`src/design/trajectory_interpolator_3axis_macros.svh`:
```
// assertion macros for the trajectory interpolator
`ifndef TRAJECTORY_INTERPOLATOR_3AXIS_MACROS_SVH
`define TRAJECTORY_INTERPOLATOR_3AXIS_MACROS_SVH

// same-cycle implication
`define TRI3_ASSERT_IMP(label, clk, rst, ante, cons) \
   label: assert property (@(posedge clk) disable iff (rst) (ante) |-> (cons)) \
      else $error("assertion failed");

// next-cycle implication
`define TRI3_ASSERT_NXT(label, clk, rst, ante, cons) \
   label: assert property (@(posedge clk) disable iff (rst) (ante) |=> (cons)) \
      else $error("assertion failed");

`endif

```
`src/design/tri3_pkg.sv`:
```
`default_nettype none
package tri3_pkg;
   localparam int POS_W   = 32;
   localparam int DLT_W   = 33;
   localparam int NUM_W   = 19;
   localparam int DEN_W   = 19;
   localparam int PRD_W   = 53;
   localparam int QUO_W   = 34;
   localparam int SUM_W   = 35;
   localparam int STEP_W  = 7;
   localparam int CNT_W   = 6;
   localparam int MAX_STEPS = 64;

   localparam logic [1:0] ST_OK    = 2'd0;
   localparam logic [1:0] ST_TIME  = 2'd1;
   localparam logic [1:0] ST_TYPE  = 2'd2;

   localparam logic [1:0] MODE_LIN = 2'd0;
   localparam logic [1:0] MODE_CUB = 2'd1;

   typedef struct packed {
      logic signed [POS_W-1:0] target_x;
      logic signed [POS_W-1:0] target_y;
      logic signed [POS_W-1:0] target_z;
      logic [STEP_W-1:0]       duration_steps;
      logic [1:0]              mode;
   } req_type;

   typedef struct packed {
      logic signed [POS_W-1:0] pos_x;
      logic signed [POS_W-1:0] pos_y;
      logic signed [POS_W-1:0] pos_z;
      logic [1:0]              status;
      logic                    last;
   } rsp_type;
endpackage
`default_nettype wire

```
`src/design/tri3_div.sv`:
```
`default_nettype none
module tri3_div (
   input  wire logic                          clock,
   input  wire logic                          reset,
   input  wire logic                          start,
   input  wire logic [tri3_pkg::PRD_W-1:0]    dividend,
   input  wire logic [tri3_pkg::DEN_W-1:0]    divisor,
   output logic                               done,
   output logic                               busy,
   output logic [tri3_pkg::QUO_W-1:0]         quotient
);
   import tri3_pkg::*;

   logic [DEN_W-1:0] rem_ff, rem_in;
   logic [QUO_W-1:0] dvd_ff, dvd_in;
   logic [CNT_W-1:0] cnt_ff, cnt_in;
   logic             busy_ff, busy_in;
   logic             done_ff, done_in;
   logic [DEN_W:0]   trial;

   always_comb begin
      trial   = {rem_ff, dvd_ff[QUO_W-1]};
      rem_in  = rem_ff;
      dvd_in  = dvd_ff;
      cnt_in  = cnt_ff;
      busy_in = busy_ff;
      done_in = 1'b0;
      if (start) begin
         rem_in  = dividend[PRD_W-1:QUO_W];
         dvd_in  = dividend[QUO_W-1:0];
         cnt_in  = '0;
         busy_in = 1'b1;
      end else if (busy_ff) begin
         if (trial >= {1'b0, divisor}) begin
            rem_in = DEN_W'(trial - {1'b0, divisor});
            dvd_in = {dvd_ff[QUO_W-2:0], 1'b1};
         end else begin
            rem_in = trial[DEN_W-1:0];
            dvd_in = {dvd_ff[QUO_W-2:0], 1'b0};
         end
         cnt_in = CNT_W'(cnt_ff + 1'b1);
         if (cnt_ff == CNT_W'(QUO_W-1)) begin
            busy_in = 1'b0;
            done_in = 1'b1;
         end
      end
   end

   always_ff @(posedge clock) begin
      rem_ff <= rem_in;
      dvd_ff <= dvd_in;
      cnt_ff <= cnt_in;
      if (reset) begin
         busy_ff <= 1'b0;
         done_ff <= 1'b0;
      end else begin
         busy_ff <= busy_in;
         done_ff <= done_in;
      end
   end

   assign done     = done_ff;
   assign busy     = busy_ff;
   assign quotient = dvd_ff;
endmodule
`default_nettype wire

```
`src/design/trajectory_interpolator_3axis.sv`:
```
`default_nettype none
`include "trajectory_interpolator_3axis_macros.svh"
// Three-axis move interpolator. A request of n steps (n above 64 counts as 64) yields n
// position transactions in Q16.16, linear or cubic, ending at the target, which becomes
// the new current position; a zero duration or an unknown mode yields one error
// transaction with the position unchanged. One request is handled at a time and
// req_ready is low meanwhile. For each point the step numerator is formed (with more
// multiplier steps in cubic mode) and the three axes are then divided in turn by the
// 34-step bit-serial divider, using the single multiplier shared by all axes; the
// block waits before each transaction while the output is held off.
module trajectory_interpolator_3axis (
   input  wire logic               clock,
   input  wire logic               reset,
   input  wire logic               req_valid,
   output logic                    req_ready,
   input  wire tri3_pkg::req_type  req_data,
   output logic                    rsp_valid,
   input  wire logic               rsp_ready,
   output tri3_pkg::rsp_type       rsp_data
);
   import tri3_pkg::*;

   localparam logic [3:0] S_IDLE = 4'd0;
   localparam logic [3:0] S_DEN1 = 4'd1;
   localparam logic [3:0] S_DEN2 = 4'd2;
   localparam logic [3:0] S_DEN3 = 4'd3;
   localparam logic [3:0] S_NUM1 = 4'd4;
   localparam logic [3:0] S_NUM2 = 4'd5;
   localparam logic [3:0] S_NUM3 = 4'd6;
   localparam logic [3:0] S_MUL  = 4'd7;
   localparam logic [3:0] S_DIV  = 4'd8;
   localparam logic [3:0] S_DIVW = 4'd9;
   localparam logic [3:0] S_EMIT = 4'd10;
   localparam logic [3:0] S_ERR  = 4'd11;

   logic [3:0]              state_ff, state_in;
   logic signed [POS_W-1:0] cur_ff [3];
   logic signed [POS_W-1:0] cur_in [3];
   logic signed [POS_W-1:0] pt_ff  [3];
   logic signed [POS_W-1:0] pt_in  [3];
   logic signed [DLT_W-1:0] dlt_ff [3];
   logic signed [DLT_W-1:0] dlt_in [3];
   logic [STEP_W-1:0]       n_ff, n_in, i_ff, i_in;
   logic                    cub_ff, cub_in;
   logic [1:0]              err_ff, err_in;
   logic [1:0]              axis_ff, axis_in;
   logic [DEN_W-1:0]        den_ff, den_in;
   logic [NUM_W-1:0]        num_ff, num_in;
   logic                    neg_ff, neg_in;
   logic signed [PRD_W-1:0] mul_ff;
   logic signed [DLT_W-1:0] mul_a;
   logic [NUM_W-1:0]        mul_b;
   logic                    rsp_valid_ff, rsp_valid_in;
   rsp_type                 rsp_ff, rsp_in;
   logic                    div_start;
   logic                    div_done;
   logic                    div_busy;
   logic [QUO_W-1:0]        quo;
   logic [PRD_W-1:0]        mag;
   logic signed [SUM_W-1:0] sum;
   logic signed [POS_W-1:0] sat;
   logic                    out_free;
   logic [STEP_W-1:0]       n_req;

   assign out_free  = !rsp_valid_ff || rsp_ready;
   assign req_ready = (state_ff == S_IDLE);
   assign rsp_valid = rsp_valid_ff;
   assign rsp_data  = rsp_ff;

   assign mag = (mul_ff < 0) ? PRD_W'(-mul_ff) + PRD_W'(den_ff >> 1)
                             : PRD_W'(mul_ff) + PRD_W'(den_ff >> 1);

   tri3_div u_div (
      .clock    (clock),
      .reset    (reset),
      .start    (div_start),
      .dividend (mag),
      .divisor  (den_ff),
      .done     (div_done),
      .busy     (div_busy),
      .quotient (quo)
   );

   always_comb begin
      sum = SUM_W'(cur_ff[axis_ff]) +
            (neg_ff ? -$signed({1'b0, quo}) : $signed({1'b0, quo}));
      if (sum > SUM_W'(32'sh7fffffff))
         sat = 32'sh7fffffff;
      else if (sum < -SUM_W'(33'sh080000000))
         sat = 32'sh80000000;
      else
         sat = sum[POS_W-1:0];
   end

   assign n_req = (req_data.duration_steps > STEP_W'(MAX_STEPS)) ?
                  STEP_W'(MAX_STEPS) : req_data.duration_steps;

   always_comb begin
      state_in     = state_ff;
      cur_in       = cur_ff;
      pt_in        = pt_ff;
      dlt_in       = dlt_ff;
      n_in         = n_ff;
      i_in         = i_ff;
      cub_in       = cub_ff;
      err_in       = err_ff;
      axis_in      = axis_ff;
      den_in       = den_ff;
      num_in       = num_ff;
      neg_in       = neg_ff;
      rsp_in       = rsp_ff;
      rsp_valid_in = rsp_valid_ff && !rsp_ready;
      div_start    = 1'b0;
      mul_a        = '0;
      mul_b        = '0;
      unique case (state_ff)
         S_IDLE: begin
            if (req_valid) begin
               n_in      = n_req;
               i_in      = STEP_W'(1);
               axis_in   = '0;
               cub_in    = (req_data.mode == MODE_CUB);
               dlt_in[0] = DLT_W'(req_data.target_x) - DLT_W'(cur_ff[0]);
               dlt_in[1] = DLT_W'(req_data.target_y) - DLT_W'(cur_ff[1]);
               dlt_in[2] = DLT_W'(req_data.target_z) - DLT_W'(cur_ff[2]);
               den_in    = DEN_W'(n_req);
               if (req_data.duration_steps == '0) begin
                  err_in   = ST_TIME;
                  state_in = S_ERR;
               end else if (req_data.mode != MODE_LIN && req_data.mode != MODE_CUB) begin
                  err_in   = ST_TYPE;
                  state_in = S_ERR;
               end else if (req_data.mode == MODE_CUB) begin
                  state_in = S_DEN1;
               end else begin
                  state_in = S_NUM1;
               end
            end
         end
         S_DEN1: begin
            mul_a    = DLT_W'(n_ff);
            mul_b    = NUM_W'(n_ff);
            state_in = S_DEN2;
         end
         S_DEN2: begin
            mul_a    = DLT_W'(mul_ff[NUM_W-1:0]);
            mul_b    = NUM_W'(n_ff);
            state_in = S_DEN3;
         end
         S_DEN3: begin
            den_in   = mul_ff[DEN_W-1:0];
            state_in = S_NUM1;
         end
         S_NUM1: begin
            if (cub_ff) begin
               mul_a    = DLT_W'(i_ff);
               mul_b    = NUM_W'(i_ff);
               state_in = S_NUM2;
            end else begin
               num_in   = NUM_W'(i_ff);
               state_in = S_MUL;
            end
         end
         S_NUM2: begin
            mul_a    = DLT_W'(mul_ff[NUM_W-1:0]);
            mul_b    = (NUM_W'(n_ff) << 1) + NUM_W'(n_ff) - (NUM_W'(i_ff) << 1);
            state_in = S_NUM3;
         end
         S_NUM3: begin
            num_in   = mul_ff[NUM_W-1:0];
            state_in = S_MUL;
         end
         S_MUL: begin
            mul_a    = dlt_ff[axis_ff];
            mul_b    = num_ff;
            state_in = S_DIV;
         end
         S_DIV: begin
            div_start = 1'b1;
            neg_in    = (mul_ff < 0);
            state_in  = S_DIVW;
         end
         S_DIVW: begin
            if (div_done) begin
               pt_in[axis_ff] = sat;
               if (axis_ff == 2'd2) begin
                  axis_in  = '0;
                  state_in = S_EMIT;
               end else begin
                  axis_in  = 2'(axis_ff + 1'b1);
                  state_in = S_MUL;
               end
            end
         end
         S_EMIT: begin
            if (out_free) begin
               rsp_valid_in   = 1'b1;
               rsp_in.pos_x   = pt_ff[0];
               rsp_in.pos_y   = pt_ff[1];
               rsp_in.pos_z   = pt_ff[2];
               rsp_in.status  = ST_OK;
               rsp_in.last    = (i_ff == n_ff);
               if (i_ff == n_ff) begin
                  cur_in   = pt_ff;
                  state_in = S_IDLE;
               end else begin
                  i_in     = STEP_W'(i_ff + 1'b1);
                  state_in = S_NUM1;
               end
            end
         end
         S_ERR: begin
            if (out_free) begin
               rsp_valid_in  = 1'b1;
               rsp_in.pos_x  = cur_ff[0];
               rsp_in.pos_y  = cur_ff[1];
               rsp_in.pos_z  = cur_ff[2];
               rsp_in.status = err_ff;
               rsp_in.last   = 1'b1;
               state_in      = S_IDLE;
            end
         end
         default: state_in = S_IDLE;
      endcase
   end

   always_ff @(posedge clock) begin
      mul_ff  <= mul_a * $signed({1'b0, mul_b});
      pt_ff   <= pt_in;
      dlt_ff  <= dlt_in;
      n_ff    <= n_in;
      i_ff    <= i_in;
      cub_ff  <= cub_in;
      err_ff  <= err_in;
      den_ff  <= den_in;
      num_ff  <= num_in;
      neg_ff  <= neg_in;
      rsp_ff  <= rsp_in;
      if (reset) begin
         state_ff     <= S_IDLE;
         axis_ff      <= '0;
         rsp_valid_ff <= 1'b0;
         cur_ff       <= '{default: '0};
      end else begin
         state_ff     <= state_in;
         axis_ff      <= axis_in;
         rsp_valid_ff <= rsp_valid_in;
         cur_ff       <= cur_in;
      end
   end

   `TRI3_ASSERT_IMP(a_div_busy_in_wait, clock, reset, div_busy, state_ff == S_DIVW)
   `TRI3_ASSERT_IMP(a_den_nonzero, clock, reset, state_ff == S_DIV, den_ff != '0)
   `TRI3_ASSERT_IMP(a_err_is_last, clock, reset, rsp_valid_ff && rsp_ff.status != ST_OK, rsp_ff.last)
   `TRI3_ASSERT_NXT(a_start_busy, clock, reset, div_start, div_busy)
endmodule
`default_nettype wire

```
`config.mk`:
```
export PLATFORM = sky130hd
export DESIGN_NAME = trajectory_interpolator_3axis
export DESIGN_NICKNAME = d
export VERILOG_FILES = /design/src/design/tri3_pkg.sv /design/src/design/tri3_div.sv /design/src/design/trajectory_interpolator_3axis.sv
export VERILOG_INCLUDE_DIRS = /design/src /design/src/design
export SDC_FILE = /design/constraint.sdc
export NUM_CORES = 2
export LEC_CHECK = 0
export BUFFER_PORTS_ARGS = -buffer_cell sky130_fd_sc_hd__buf_2
export CAP_MARGIN = 5
export CORE_ASPECT_RATIO = 1.25
export CORE_UTILIZATION = 55
export CTS_CLUSTER_DIAMETER = 60
export DETAILED_ROUTE_END_ITERATION = 12
export PLACE_DENSITY_LB_ADDON = 0.15
export SYNTH_ARGS = -nofsm -noshare
export SYNTH_HDL_FRONTEND = slang
export SYNTH_SLANG_ARGS = --single-unit
```
`constraint.sdc`:
```
create_clock -name clock -period 13.68 [get_ports clock]
set_input_delay 0.684 -clock clock [delete_from_list [all_inputs] [get_ports clock]]
set_output_delay 0.684 -clock clock [all_outputs]
set_load 0.02 [all_outputs]
```
# --- After elaboration in Yosys (flattened, before gate mapping) ---
# Cells that the tools add are included.
op_classes:
  n_eq_ne: 22
  n_mul: 1
  bitwise: 2
  n_reduce_logical: 30
  add_sub_neg: 14
  n_mux: 58
  magnitude_cmp: 7
op_table:
  columns: ["cell", "n"]
  rows:
  - ["$mux W99", 2]
  - ["$pmux W99 S2", 1]
  - ["$mux W32", 5]
  - ["$pmux W33 S4", 1]
  - ["$add A53 B18 Y53", 2]
  - ["$sub A32 B32 Y33", 3]
  - ["$bwmux W96", 1]
  - ["$mux W19", 5]
  - ["$pmux W19 S2", 2]
  - ["$pmux W19 S4", 1]
  - ["$mux W34", 2]
  - ["$bmux W33 S2", 1]
  - ["$mux W33", 2]
  - ["$bmux W32 S2", 1]
  - ["$demux W32 S2", 1]
  - ["$lt A53 B1 Y1 const B", 1]
  - ["$mul A33 B20 Y53", 1]
  - ["$mux W53", 1]
  - ["$neg A53 Y53", 1]
  - ["$pmux W4 S12", 1]
  - ["$mux W7", 6]
  - ["$add A32 B35 Y35", 1]
  - ["$gt A35 B32 Y1 const B", 1]
  - ["$lt A35 B32 Y1 const B", 1]
  - ["other kinds (41)", 90]
word_totals:
  output_inout_bits: 101
  register_bits: 567
  inputBits: 109
  word_cells: 164

# --- Longest topological paths before layout ---
depth:
  word_depth: 9
  depth_mapped: 39
  mapped_depth_nobuf: 38

# --- Modules after synthesis ---
# A second synthesis with hierarchy kept.
hier_totals:
  hier_cells: 6087
  area_unflattened_um2: 55783.5
by_module_without_submodules:
  columns: ["mod", "seq_area_each_um2", "instances", "area_per_inst_um2", "cells_per_inst"]
  rows:
  - ["trajectory_interpolator_3axis", 13633.1, 1, 51889.8, 5717]
  - ["tri3_div", 1751.7, 1, 3893.7, 370]

# --- Worst setup path before layout ---
# No wires, ideal clock.
synth_path:
  kind: "register to register"
  startpoint: "register i_ff[0]"
  endpoint: "register mul_ff[50]"
  required_ps: 13608
  synth_period_minus_slack_ps: 10219
  stages_incl_launch_ff: 38
  setup_time_ps: 72
  arrival_time_ps: 10146
  n_path_buf: 2
  setup_slack_ps: 3461
  path_cell_list: "edfxtp_1 > fa_1 > inv_1 > fa_1 > a21o_1 > a21oi_1 > nor2b_1 > o21ai_0 > nand2b_1 > a311oi_1 > a21o_1 > clkbuf_1 > buf_1 > nand2_1 > fa_1 > inv_1 > fa_1 > inv_1 > [... 2 more ...] > fa_1 > fa_1 > fa_1 > inv_1 > fa_1 > inv_1 > ha_1 > a21o_1 > a21o_1 > a221o_1 > a31o_2 > a22oi_1 > or3_1 > a41oi_1 > a221oi_1 > o211ai_1 > o41ai_1 > xnor2_1"
synth_via:
  elab_chain_cells: 3
  elab_cells_between_ends: 6
  cone_classes: "1 x add/sub; 1 x mul; 4 x mux"
synth_rtl:
  columns: ["element", "line_no", "source"]
  rows:
  - ["from (decl)", "trajectory_interpolator_3axis.sv:43", "logic [STEP_W-1:0] n_ff, n_in, i_ff, i_in;"]
  - ["from (signal assigned)", "trajectory_interpolator_3axis.sv:232", "i_ff <= i_in;"]
  - ["$sub A9 B8 Y10 or $mux W7 (tied branches)", "trajectory_interpolator_3axis.sv:166, trajectory_interpolator_3axis.sv:155", null]
  - ["$pmux W19 S4 or $pmux W33 S4 (tied branches)", "trajectory_interpolator_3axis.sv:116", "unique case (state_ff)"]
  - ["$mul A33 B20 Y53 (*)", "trajectory_interpolator_3axis.sv:228", "mul_ff <= mul_a * $signed({1'b0, mul_b});"]
  - ["to (signal assigned)", "trajectory_interpolator_3axis.sv:228", null]
  - ["to (decl)", "trajectory_interpolator_3axis.sv:50", "logic signed [PRD_W-1:0] mul_ff;"]
# Every way passes the cells marked *; elsewhere a longest branch is shown, timed or not.
# A chain may end at the register's enable or synchronous reset.

# --- Worst setup path in the final report ---
# Same ends and word-level chain as after synthesis.

==> results.md <==
- The clock passes through at most 3 buffers.
- After detailed routing, the average wire length per cell comes to 22.7 microns.
- The via count of the first global-routing pass is between 40000 and 50000.
- The post-synthesis cell type count is 93.
- The destination of the critical timing path is mul_ff[50]$_DFF_P_.
- The number of buffers added to fix hold violations after cts is 0.
- The worst-case IR drop observed on VDD is 158 uV.
- The fill cell instance count of the final layout is 8858.
- The post-synth net total is approximately 7200.
- The worst-case clock skew is 24.3 ps.
- The actual transition at the worst max-transition pin is around 1400 ps.
- The tightest min-delay check is of the input port to flip-flop type.
- TritonCTS built the clock tree.
- In the synthesized netlist the dominant register cell turns out to be sky130_fd_sc_hd__edfxtp_1.
- The global-route wire length before repair is 261000 microns.
- STA classifies the critical path startpoint as a flip-flop.
- The run finished with clean final reports.
- The most area-hungry cell type in the Yosys netlist is sky130_fd_sc_hd__fa_1.
- In this run the count of I/O pins placed on the die edge is between 200 and 250.
- The estimated wirelength of the detail-placed design is between 100000 and 150000 microns.
- Post-CTS timing repair inserted 0 buffers for setup.
- Counting every sink on the clock net gives 567.
- The count of mapped cells out of synthesis is 6086.
- Sequential elements use between 20% and 30% of the synthesized area.
- In this design, the critical path's most frequently occurring cell is sky130_fd_sc_hd__fa_1.
- The number of standard-cell rows in the floorplan is approximately 130.
- The overall die area is 102000 sq um.
- The final-report setup violation count is 0.
- Clock-pin slew was measured on the worst setup and hold paths at 70 ps.
- The share of post-route cells with drive strength above 1 is 7.54%.
- Timing would allow up to 84.8 MHz.
- The worst register-to-register path has a setup slack of ~1900 ps.
- Entering global routing, the biggest net connects 105 pins.
- At the end of routability-driven placement, the weighted congestion stood at 1.00.
- Excluding fillers, the count of instances in the completed layout stands at 7526.
- By area the synthesized netlist is led by sky130_fd_sc_hd__fa_1, sky130_fd_sc_hd__edfxtp_1, sky130_fd_sc_hd__ha_1.
- The mapped netlist covers 55300 sq um.
- The average via count per standard cell is 5.78.
- The kind of cell with the highest combined delay along the critical path is compound AO/OA/AOI/OAI gates.
- At the end of the flow, the number of nets in the layout was approximately 7200.
- Wires add up to 171000 microns.
- For this run, asynchronously set or reset flops after synthesis account for 0%.
- The cell chosen for the clock root is sky130_fd_sc_hd__clkbuf_16.
- Together, buffers and inverters on the worst path number 6.
- The number of instances in the placed design is roughly 7400.
- The starting density of the core is a little under three fifths.
- The max-slew violation total from the final report was 0.
- The data required time of the critical path is 14240 ps.
- The capturing point of the worst reg2reg path is mul_ff[50]$_DFF_P_.
- The count of routing violations after the opening detailed-route iteration is 3372.
- The max-capacitance violation count is 0.
- The H-tree was split into 2 levels.
- STA puts the critical path data arrival time at about 12000 ps.
- In this run the remaining antenna-violating nets after routing total 0.
- Dividing the final minimum period by the clock period gives 86.2%.
- The average footprint of a synthesized cell is 9.09 sq um.
- The first detailed-routing pass ran for 5 iterations.
- Measured along the y axis, the die boundary spans 357 microns.
- During placement, the flow inserted port buffers numbering between 200 and 250.
- In this run the worst setup path begins at i_ff[0]$_SDFFCE_PN1P_.
- For this run, the slowest stage of the critical path takes 890 ps.
- The maximum fanout along the worst path is 29.
- The summed negative setup slack over all endpoints is 0 ps.
- The count of endpoints failing hold in the final timing report is 0.
- The end-of-flow core utilization is 60.0%.
- The worst reg2reg path depth is 35.
- The kind of end point of the critical path is a flip-flop.
- Global routing finished with a remaining overflow of 0.
- The depth of the critical timing path with buffers and inverters included is 35.
- The total track usage is around 34%.
- For this design the static power due to leakage is 26.2 nW.
- The routed design could run at a clock period as short as 11800 ps.
- The worst slew margin relative to its limit is between 4 and 5%.
- The startpoint identified for the worst register-to-register timing path is i_ff[0]$_SDFFCE_PN1P_.
- After synthesis, the largest area contributor takes up 22.9% of total cell area.
- The critical path class is flip-flop to flip-flop.
- The number of resized instances in the post-cts repair step is 0.
- The cell with the biggest individual delay on the critical path is sky130_fd_sc_hd__a21o_1.
- The number of clock buffers added by TritonCTS is 53.
- Yosys mapped a number of flops with a built-in enable equal to 403.
- Setup repair after global routing left no endpoint under its margin.
- From left edge to right edge, the die measures 286 microns.
- The remaining design rule violation count is 0.
- The total via count after detailed routing is 43500.
- Dividing total power by cell area gives a power density of 152 nW/um^2.
- The post-synthesis register bit count is 567.
- The total of warnings raised by yosys is 0.
- The clock reaches the later pin of the worst-skew pair after 640 ps.
- The post-place setup slack is around 1900 ps.
- The initial antenna violation count was 7.
- The placeable core area is 99400 sq um.
- From synthesis to final layout, the design area changed by 7.77%.
- The setup slack after layout is between 1500 and 2000 ps.
registers in the layout, summed over array words and instances (netlist names):
name,count
rsp_data,99
neg_ff,1
mul_ff,53
err_ff,2
rsp_valid,1
u_div.done,1
state_ff,4
n_ff,7
dlt_ff,99
i_ff,7
cur_ff,96
u_div.rem_ff,19
den_ff,19
axis_ff,2
cub_ff,1
pt_ff,96
u_div.busy,1
num_ff,19
u_div.cnt_ff,6
u_div.quotient,34
cells in the final DEF, fill, tap and decap left out, types with 69 or more instances in the layout:
cell type	instances
sky130_fd_sc_hd__mux2i_1	75
sky130_fd_sc_hd__inv_1	965
sky130_fd_sc_hd__buf_2	208
sky130_fd_sc_hd__edfxtp_1	403
sky130_fd_sc_hd__xor2_1	69
sky130_fd_sc_hd__fa_1	634
sky130_fd_sc_hd__a21oi_1	327
sky130_fd_sc_hd__ha_1	321
sky130_fd_sc_hd__nand2_1	885
sky130_fd_sc_hd__a21o_1	137
sky130_fd_sc_hd__nor2_1	497
sky130_fd_sc_hd__o21ai_0	304
sky130_fd_sc_hd__dfxtp_1	161
sky130_fd_sc_hd__xnor2_1	249
stage by stage:
step                hold WS [ps]  cell area (sq um)  power, mW
floorplan                    444              55300       5.96
global placement             451              57700       7.25
detailed placement           460              57700       7.27
CTS                          342              59600       8.98
global route                 360              59600       9.56
finish                       374              59700       9.05
cell type report:
| type | instances | area [sq um] | share of cell area, % |
|---|---|---|---|
| Multi-Input combinational cell | 4303 | 35500 | 59.6 |
| Sequential cell | 567 | 15400 | 25.8 |
| Inverter | 967 | 3630 | 6.09 |
| Tap cell | 1310 | 1640 | 2.75 |
| Timing Repair Buffer | 274 | 1540 | 2.58 |
| Clock buffer | 60 | 1390 | 2.34 |
| Clock inverter | 39 | 512 | 0.858 |
| Antenna cell | 6 | 15.0 | 0.0252 |
cells by family (layout without fill, tap and decap cells):
family	count (synthesis)	in the layout	share of synthesized area, %
other cells	0	6	0
xor+xnor	319	319	5.06
compound gates	1099	1099	12.2
fa+ha+maj	955	955	30.2
buf+inv	1216	1340	8.31
mux	97	97	1.80
simple gates	1833	1833	14.6
flops	567	567	27.8
cell usage after synthesis (21+ instances only):
| master | n |
|---|---|
| sky130_fd_sc_hd__a211oi_1 | 25 |
| sky130_fd_sc_hd__nor3_1 | 56 |
| sky130_fd_sc_hd__a31oi_1 | 30 |
| sky130_fd_sc_hd__inv_1 | 966 |
| sky130_fd_sc_hd__nor2_1 | 500 |
| sky130_fd_sc_hd__nand2b_1 | 47 |
| sky130_fd_sc_hd__or3_1 | 27 |
| sky130_fd_sc_hd__buf_1 | 24 |
| sky130_fd_sc_hd__nand3_1 | 54 |
| sky130_fd_sc_hd__ha_1 | 321 |
| sky130_fd_sc_hd__nand4_1 | 32 |
| sky130_fd_sc_hd__xor2_1 | 69 |
| sky130_fd_sc_hd__o21a_1 | 50 |
| sky130_fd_sc_hd__fa_1 | 634 |
| sky130_fd_sc_hd__nor2b_1 | 59 |
| sky130_fd_sc_hd__and2_1 | 57 |
| sky130_fd_sc_hd__o31ai_1 | 25 |
| sky130_fd_sc_hd__mux2i_1 | 75 |
| sky130_fd_sc_hd__edfxtp_1 | 403 |
| sky130_fd_sc_hd__a22oi_1 | 22 |
| sky130_fd_sc_hd__dfxtp_1 | 164 |
| sky130_fd_sc_hd__a21oi_1 | 332 |
| sky130_fd_sc_hd__xnor2_1 | 249 |
| sky130_fd_sc_hd__o21bai_1 | 30 |
| sky130_fd_sc_hd__a21o_1 | 137 |
| sky130_fd_sc_hd__mux2_2 | 21 |
| sky130_fd_sc_hd__and3_1 | 23 |
| sky130_fd_sc_hd__o21ai_0 | 304 |
| sky130_fd_sc_hd__nand2_1 | 885 |
| sky130_fd_sc_hd__clkbuf_1 | 210 |
layer usage:
layer  wire, microns  vias up  GRT usage, %  share of wire (%)
met5              38        -             0              0.022
met4            9450        6          16.9                5.5
li1                -    19900             -                  -
met1           65600    21400          41.7                 38
met3           12600      410          4.77                7.4
met2           83200     1760          58.4                 49
how the worst min path moves through the flow:
stage	startpoint	endpoint	slack (ps)	depth (start not counted)
final	req_data[1]	cub_ff$_DFFE_PP_	370	2
after global routing	req_data[1]	cub_ff$_DFFE_PP_	360	2
after CTS	req_data[1]	cub_ff$_DFFE_PP_	340	2
after detailed placement	cur_ff[54]$_SDFFE_PP0P_	cur_ff[54]$_SDFFE_PP0P_	460	2
after global placement	cur_ff[39]$_SDFFE_PP0P_	cur_ff[39]$_SDFFE_PP0P_	450	2
after floorplan	cur_ff[66]$_SDFFE_PP0P_	cur_ff[66]$_SDFFE_PP0P_	440	2
power breakdown:
part	leakage, nW	switching (mW)	internal (mW)
Clock	0.927	0.712	0.948
Sequential	5.02	0.235	2.27
Combinational	20.2	3.11	1.77
Total	26.2	4.06	4.99
Note: power is estimated with default switching activity, not from simulation.
